$ cat config.mk
export PLATFORM = sky130hd
export DESIGN_NAME = rotary_encoder_button_decoder_unit
export DESIGN_NICKNAME = d
export VERILOG_FILES = /design/src/rebd_pkg.sv /design/src/rotary_encoder_button_decoder_unit.sv
export SDC_FILE = /design/constraint.sdc
export NUM_CORES = 1
export LEC_CHECK = 0
export BUFFER_PORTS_ARGS = -buffer_cell sky130_fd_sc_hd__buf_2
export CAP_MARGIN = 20
export CORE_UTILIZATION = 40
export DETAILED_ROUTE_END_ITERATION = 7
export PLACE_DENSITY = 0.76
export SETUP_SLACK_MARGIN = 0.2
export SLEW_MARGIN = 5
export SYNTH_ARGS = -nofsm -noshare
export SYNTH_HDL_FRONTEND = slang
export SYNTH_SLANG_ARGS = --single-unit
export TNS_END_PERCENT = 10
$ cat constraint.sdc
create_clock -name clk -period 3.7 [get_ports clk]
set_input_delay 0.37 -clock clk [delete_from_list [all_inputs] [get_ports clk]]
set_output_delay 0.37 -clock clk [all_outputs]
set_load 0.02 [all_outputs]
$ cat src/rebd_pkg.sv
// shared constants for the rotary encoder and button decoder
`timescale 1ns / 1ps
`default_nettype none

package rebd_pkg;

  localparam logic       REQ_SAMPLE    = 1'b0;
  localparam logic       REQ_TICK      = 1'b1;

  localparam int         TIMER_W       = 16;
  localparam int         COUNT_W       = 8;
  localparam int         CREDIT_W      = 2;
  localparam int         CFG_DATA_W    = 32;
  localparam int         CFG_ADDR_W    = 3;

  localparam logic [TIMER_W-1:0]  HOLD_TIMEOUT_RST = 16'd1000;
  localparam logic [CREDIT_W-1:0] CREDIT_GRANT     = 2'd2;

  localparam logic       REG_HOLD_TIMEOUT = 1'b0;

  typedef struct packed {
    logic [COUNT_W-1:0] position;
    logic               click_event;
    logic               hold_event;
  } result_t;

endpackage

`default_nettype wire

$ cat src/rotary_encoder_button_decoder_unit.sv
// rotary encoder and push button decoder: position count, click and hold detection
//
// channel  dir  handshake                 payload
// in_      in   in_valid / in_ready       req_type, btn_level, enc_a, enc_b
// out_     out  out_valid / out_ready     position, click_event, hold_event
// cfg_     in   apb psel/penable, pready  paddr[2:0], 32-bit data, reg 0 at 0x0
//
// one word per cycle unless the result stalls; the state update and result take a
// single pass of logic between the state registers and the result register
// a new word is taken whenever the result register is empty or being drained
// rst_n is synchronous: state returns to idle levels, timeout to 1000 ticks
// a stalled result holds its value and blocks input only while out_ready is low
`timescale 1ns / 1ps
`default_nettype none

module rotary_encoder_button_decoder_unit (
  input  wire logic                                clk,
  input  wire logic                                rst_n,
  input  wire logic                                in_valid,
  output logic                                     in_ready,
  input  wire logic                                in_req_type,
  input  wire logic                                in_btn_level,
  input  wire logic                                in_enc_a,
  input  wire logic                                in_enc_b,
  output logic                                     out_valid,
  input  wire logic                                out_ready,
  output logic [rebd_pkg::COUNT_W-1:0]             out_position,
  output logic                                     out_click_event,
  output logic                                     out_hold_event,
  input  wire logic                                cfg_psel,
  input  wire logic                                cfg_penable,
  input  wire logic                                cfg_pwrite,
  input  wire logic [rebd_pkg::CFG_ADDR_W-1:0]     cfg_paddr,
  input  wire logic [rebd_pkg::CFG_DATA_W-1:0]     cfg_pwdata,
  output logic [rebd_pkg::CFG_DATA_W-1:0]          cfg_prdata,
  output logic                                     cfg_pready
);

  logic [rebd_pkg::TIMER_W-1:0]  hold_timeout_r;
  logic                          last_btn_r, last_btn_nxt;
  logic                          last_a_r, last_a_nxt;
  logic                          last_b_r, last_b_nxt;
  logic                          btn_armed_r, btn_armed_nxt;
  logic [rebd_pkg::CREDIT_W-1:0] edge_credit_r, edge_credit_nxt;
  logic [rebd_pkg::COUNT_W-1:0]  enc_count_r, enc_count_nxt;
  logic [rebd_pkg::TIMER_W-1:0]  hold_remaining_r, hold_remaining_nxt;
  logic                          hold_running_r, hold_running_nxt;
  logic                          out_valid_r;
  rebd_pkg::result_t             result_r, result_nxt;

  logic in_fire;
  logic cfg_write;
  logic cfg_sel_hold;

  assign in_ready     = !out_valid_r || out_ready;
  assign in_fire      = in_valid && in_ready;
  assign cfg_pready   = 1'b1;
  assign cfg_sel_hold = cfg_paddr[2] == rebd_pkg::REG_HOLD_TIMEOUT;
  assign cfg_write    = cfg_psel && cfg_penable && cfg_pwrite && cfg_sel_hold;
  assign cfg_prdata   = cfg_sel_hold
                        ? {{(rebd_pkg::CFG_DATA_W-rebd_pkg::TIMER_W){1'b0}}, hold_timeout_r}
                        : '0;

  always_comb begin
    last_btn_nxt       = last_btn_r;
    last_a_nxt         = last_a_r;
    last_b_nxt         = last_b_r;
    btn_armed_nxt      = btn_armed_r;
    edge_credit_nxt    = edge_credit_r;
    enc_count_nxt      = enc_count_r;
    hold_remaining_nxt = hold_remaining_r;
    hold_running_nxt   = hold_running_r;
    result_nxt.click_event = 1'b0;
    result_nxt.hold_event  = 1'b0;

    if (in_req_type == rebd_pkg::REQ_SAMPLE) begin
      last_btn_nxt = in_btn_level;
      last_a_nxt   = in_enc_a;
      last_b_nxt   = in_enc_b;

      // button, active low
      if (in_btn_level != last_btn_r) begin
        if (in_btn_level) begin
          if (btn_armed_r) begin
            if (hold_running_r) begin
              hold_running_nxt       = 1'b0;
              hold_remaining_nxt     = '0;
              result_nxt.click_event = 1'b1;
            end
            btn_armed_nxt = 1'b0;
          end
        end else begin
          btn_armed_nxt      = 1'b1;
          hold_remaining_nxt = hold_timeout_r;
          hold_running_nxt   = 1'b1;
        end
      end

      // encoder credits and count
      if (in_enc_a != last_a_r) begin
        edge_credit_nxt = rebd_pkg::CREDIT_GRANT;
      end
      if (in_enc_b != last_b_r && edge_credit_nxt != '0) begin
        edge_credit_nxt = edge_credit_nxt - 1'b1;
        if (in_enc_a == in_enc_b) begin
          enc_count_nxt = enc_count_r + 1'b1;
        end else begin
          enc_count_nxt = enc_count_r - 1'b1;
        end
      end
    end else begin
      if (hold_running_r) begin
        if (hold_remaining_r <= rebd_pkg::TIMER_W'(1)) begin
          hold_running_nxt   = 1'b0;
          hold_remaining_nxt = '0;
          if (!last_btn_r && btn_armed_r) begin
            result_nxt.hold_event = 1'b1;
            btn_armed_nxt         = 1'b0;
          end
        end else begin
          hold_remaining_nxt = hold_remaining_r - 1'b1;
        end
      end
    end

    result_nxt.position = enc_count_nxt;
  end

  always_ff @(posedge clk) begin
    if (!rst_n) begin
      hold_timeout_r   <= rebd_pkg::HOLD_TIMEOUT_RST;
      last_btn_r       <= 1'b1;
      last_a_r         <= 1'b1;
      last_b_r         <= 1'b1;
      btn_armed_r      <= 1'b0;
      edge_credit_r    <= '0;
      enc_count_r      <= '0;
      hold_remaining_r <= '0;
      hold_running_r   <= 1'b0;
      out_valid_r      <= 1'b0;
    end else begin
      if (cfg_write) begin
        hold_timeout_r <= cfg_pwdata[rebd_pkg::TIMER_W-1:0];
      end
      if (in_fire) begin
        last_btn_r       <= last_btn_nxt;
        last_a_r         <= last_a_nxt;
        last_b_r         <= last_b_nxt;
        btn_armed_r      <= btn_armed_nxt;
        edge_credit_r    <= edge_credit_nxt;
        enc_count_r      <= enc_count_nxt;
        hold_remaining_r <= hold_remaining_nxt;
        hold_running_r   <= hold_running_nxt;
        out_valid_r      <= 1'b1;
      end else if (out_ready) begin
        out_valid_r <= 1'b0;
      end
    end
  end

  // result word, no reset needed
  always_ff @(posedge clk) begin
    if (in_fire) begin
      result_r <= result_nxt;
    end
  end

  assign out_valid       = out_valid_r;
  assign out_position    = result_r.position;
  assign out_click_event = result_r.click_event;
  assign out_hold_event  = result_r.hold_event;

endmodule

`default_nettype wire

==> out/qor.txt <==
Hold Path Stages = 3
Final setup fails = 0
Leak = 0.001608 uW
CP arrival = 2.30 ns
PostCTS Resize Cnt = 0
Fin. max-slew vios = 0
Area of the multi-input gates = 1863 sq um
Port Buffer Count = 55
Post-Synthesis Cells = 387
RR Startpoint = enc_count_r[0]$_SDFFE_PN0P_
Final ANT Viol Nets = 0
CP top delay family = compound AO/OA/AOI/OAI gates
Later-pin clock latency in the skew report = 0.33 ns
Synth Area per Inst = 8.681 sq um
Crit path buf inv count = 2
Final Hold Viols = 0
Area share of the largest cell type after synthesis = 28.60%
Max FO, Critical Path = 9
Via count = 2,859
Root buffer cell = clkbuf_8
Iter 0 DRT Violations = 89
Most common cell after layout, fill and taps aside = nand2_1
Std cell rows = 33
Synth cell types = 68
DR pass1 iterations = 4
Post-DP HPWL = 5105 um
Pin count of the biggest net entering global routing = 31
Cell Chain, Critical Path = buf_2 -> xor2_1 -> buf_4 -> fa_1 -> a21o_1 -> a21oi_1 -> nor2_1 -> a311oi_1 -> mux2i_1
Chip width = 93.65 um
Critical R2R Capture = out_position[6]$_DFFE_PP_
Hold-critical path endpoint = hold_timeout_r[6]$_SDFFE_PN1P_
HP Class = in2reg
Slowest stage delay, CP = 0.40 ns
Routed WL per cell = 13.05 um
Total GRT Usage = 18.27%
Post-Syn Area = 3359 sq um
Slew @ Worst Pin = 0.8288 ns
Post-synth EDFFs = 10
CTS tree = done
Area of the core = 8175 sq um
Max clock buf depth = 2
RePlAce Congestion = 0.8654
F_max = 447.0 MHz
Cell at the slowest stage of the critical path = fa_1
ANT cells = 0
Post-CTS Setup Inserts = 0
# fillers = 794
H-tree depth = 3
Slew HR = 44.68%
Final net count = 491
Area grow syn2layout = 13.30%
First-pass GRT wire length = 12,620 um
Fin worst setup slack = 1.463 ns
# clock sinks = 58
Most used DFF post-synth = dfxtp_1
Status = finished clean
Critical path type = in2reg
Post-synthesis register bit count = 58
Power Density = 438.2 nW/um^2
Seq/Total Area, Yosys = 37.54%
Global route overflow = 0
Cts bufs inserted = 9
WL final = 7110 um
Final Skew = 0.009482 ns
Place WS = 1.152 ns
Max-cap violations = 0
Via/cell ratio = 5.246
Die extent in y = 93.65 um
Initial core utilization = 41.09%
Synth area leader = dfxtp_1
Crit path capture type = flip-flop
CP required = 3.77 ns
Die area = 8769 sq um
Startpoint types = primary input
Worst vdd ir = 0.2385 mV
DRC Markers = 0
FF+latch area = 1261 sq um
Hold path start = cfg_pwdata[6]
Layout cell share with drive strength beyond 1 = 20.91%
I/O Pins = 91
Vias in the first global route = 2,792
Post-CTS Hold Buffers = 0
R2R cell count = 6
Most frequent cells in the layout = 65 x nand2_1, 55 x buf_2, 48 x dfxtp_1
Tcrit/Tclk final = 60.47%
Clock transition at path regs = 0.07 ns
YS warnings = 0
Final Critical Period = 2.237 ns
Initial antenna violation count = 0
Post-synth ARST share = 0%
Area contributors post-synth = dfxtp_1 29%, edfxtp_1 8.9%, nand2_1 7.3%
RSZ-0062 raised after global routing = false
R2r setup slk = 1.50 ns
Setup TNS Final = 0 ns
-- worst max path at each step --
stage | from | end | slack (ns) | cells after the start
5_1_grt | in_enc_b | out_position[6]$_DFFE_PP_ | 1.27 | 9
3_5_place_dp | in_enc_b | out_position[6]$_DFFE_PP_ | 1.15 | 9
3_3_place_gp | in_enc_b | out_position[6]$_DFFE_PP_ | 1.21 | 9
4_1_cts | in_enc_b | out_position[6]$_DFFE_PP_ | 1.53 | 9
6_report | in_enc_b | out_position[6]$_DFFE_PP_ | 1.46 | 9
2_1_floorplan | in_enc_b | out_position[6]$_DFFE_PP_ | 1.39 | 7
-- cells in the mapped netlist, types with 4 or more instances --
cell type and instances:
a21oi_1 29, a32oi_1 8, and3_1 5, buf_4 18, clkbuf_1 9, dfxtp_1 48, edfxtp_1 10, ha_1 9
inv_1 15, mux2_2 4, mux2i_1 5, nand2_1 65, nand3_1 13, nor2_1 19, nor2b_1 18, nor3_1 7
o2111ai_1 4, o21ai_0 4, o21ai_1 4, o221ai_1 4, o22ai_1 4, xor2_1 7
-- layout make-up --
| type | count | area share [%] |
|---|---|---|
| flip-flops and latches | 58 | 33.14 |
| inverters | 16 | 1.578 |
| multi-input cells | 294 | 48.95 |
| clock buffers | 9 | 3.254 |
| clock inverters | 7 | 2.202 |
| repair buffers | 56 | 7.429 |
| well taps | 105 | 3.452 |
-- through the flow --
step	instance area (sq um)	utilization, %	total power, uW	cells	hold WS, ns
global route	3806	46.56	1765	545	0.2305
floorplan	3416	-	1009	402	0.4444
finish	3806	46.56	1668	545	0.2540
detailed placement	3598	44.02	1065	529	0.4652
CTS	3806	46.56	1688	545	0.2291
global placement	3598	44.02	1055	529	0.4579
-- registers in the layout, indices dropped and copies added (netlist names) --
register and cells:
btn_armed_r 1, out_click_event 1, last_b_r 1, last_a_r 1, last_btn_r 1, hold_remaining_r 16, out_hold_event 1, hold_running_r 1
enc_count_r 8, out_position 8, hold_timeout_r 16, edge_credit_r 2, out_valid 1
-- where the power goes --
group          switching, uW  internal [uW]  leakage, uW
logic                    222            131      0.00101
registers               24.0            676     0.000491
clock network            243            372     0.000110
-- cells by family after synthesis --
family	count (synthesis)	synth area share, %
adder cells (fa/ha/maj)	10	3.948
XOR/XNOR	10	2.607
flip-flops	58	37.54
other	2	0.2235
AND/OR/NAND/NOR	154	24.10
buffers and inverters	50	8.677
AO/OA/AOI/OAI	93	19.74
multiplexers	10	3.166
-- per-layer routing --
| layer | share of wire, % | GRT usage [%] | up-vias |
|---|---|---|---|
| met5 | 0 | 0 | - |
| met4 | 0.38 | 6.026 | 0 |
| met3 | 5.9 | 6.260 | 6 |
| met2 | 48 | 30.94 | 87 |
| met1 | 46 | 21.54 | 1305 |
| li1 | - | - | 1461 |
-- worst min-delay path, delay by kind of cell --
kind	cells	cell delay, ns
buffers and inverters	1	0.07
AND/OR/NAND/NOR	2	0.11
No activity file was read; power rests on OpenSTA's default activity.
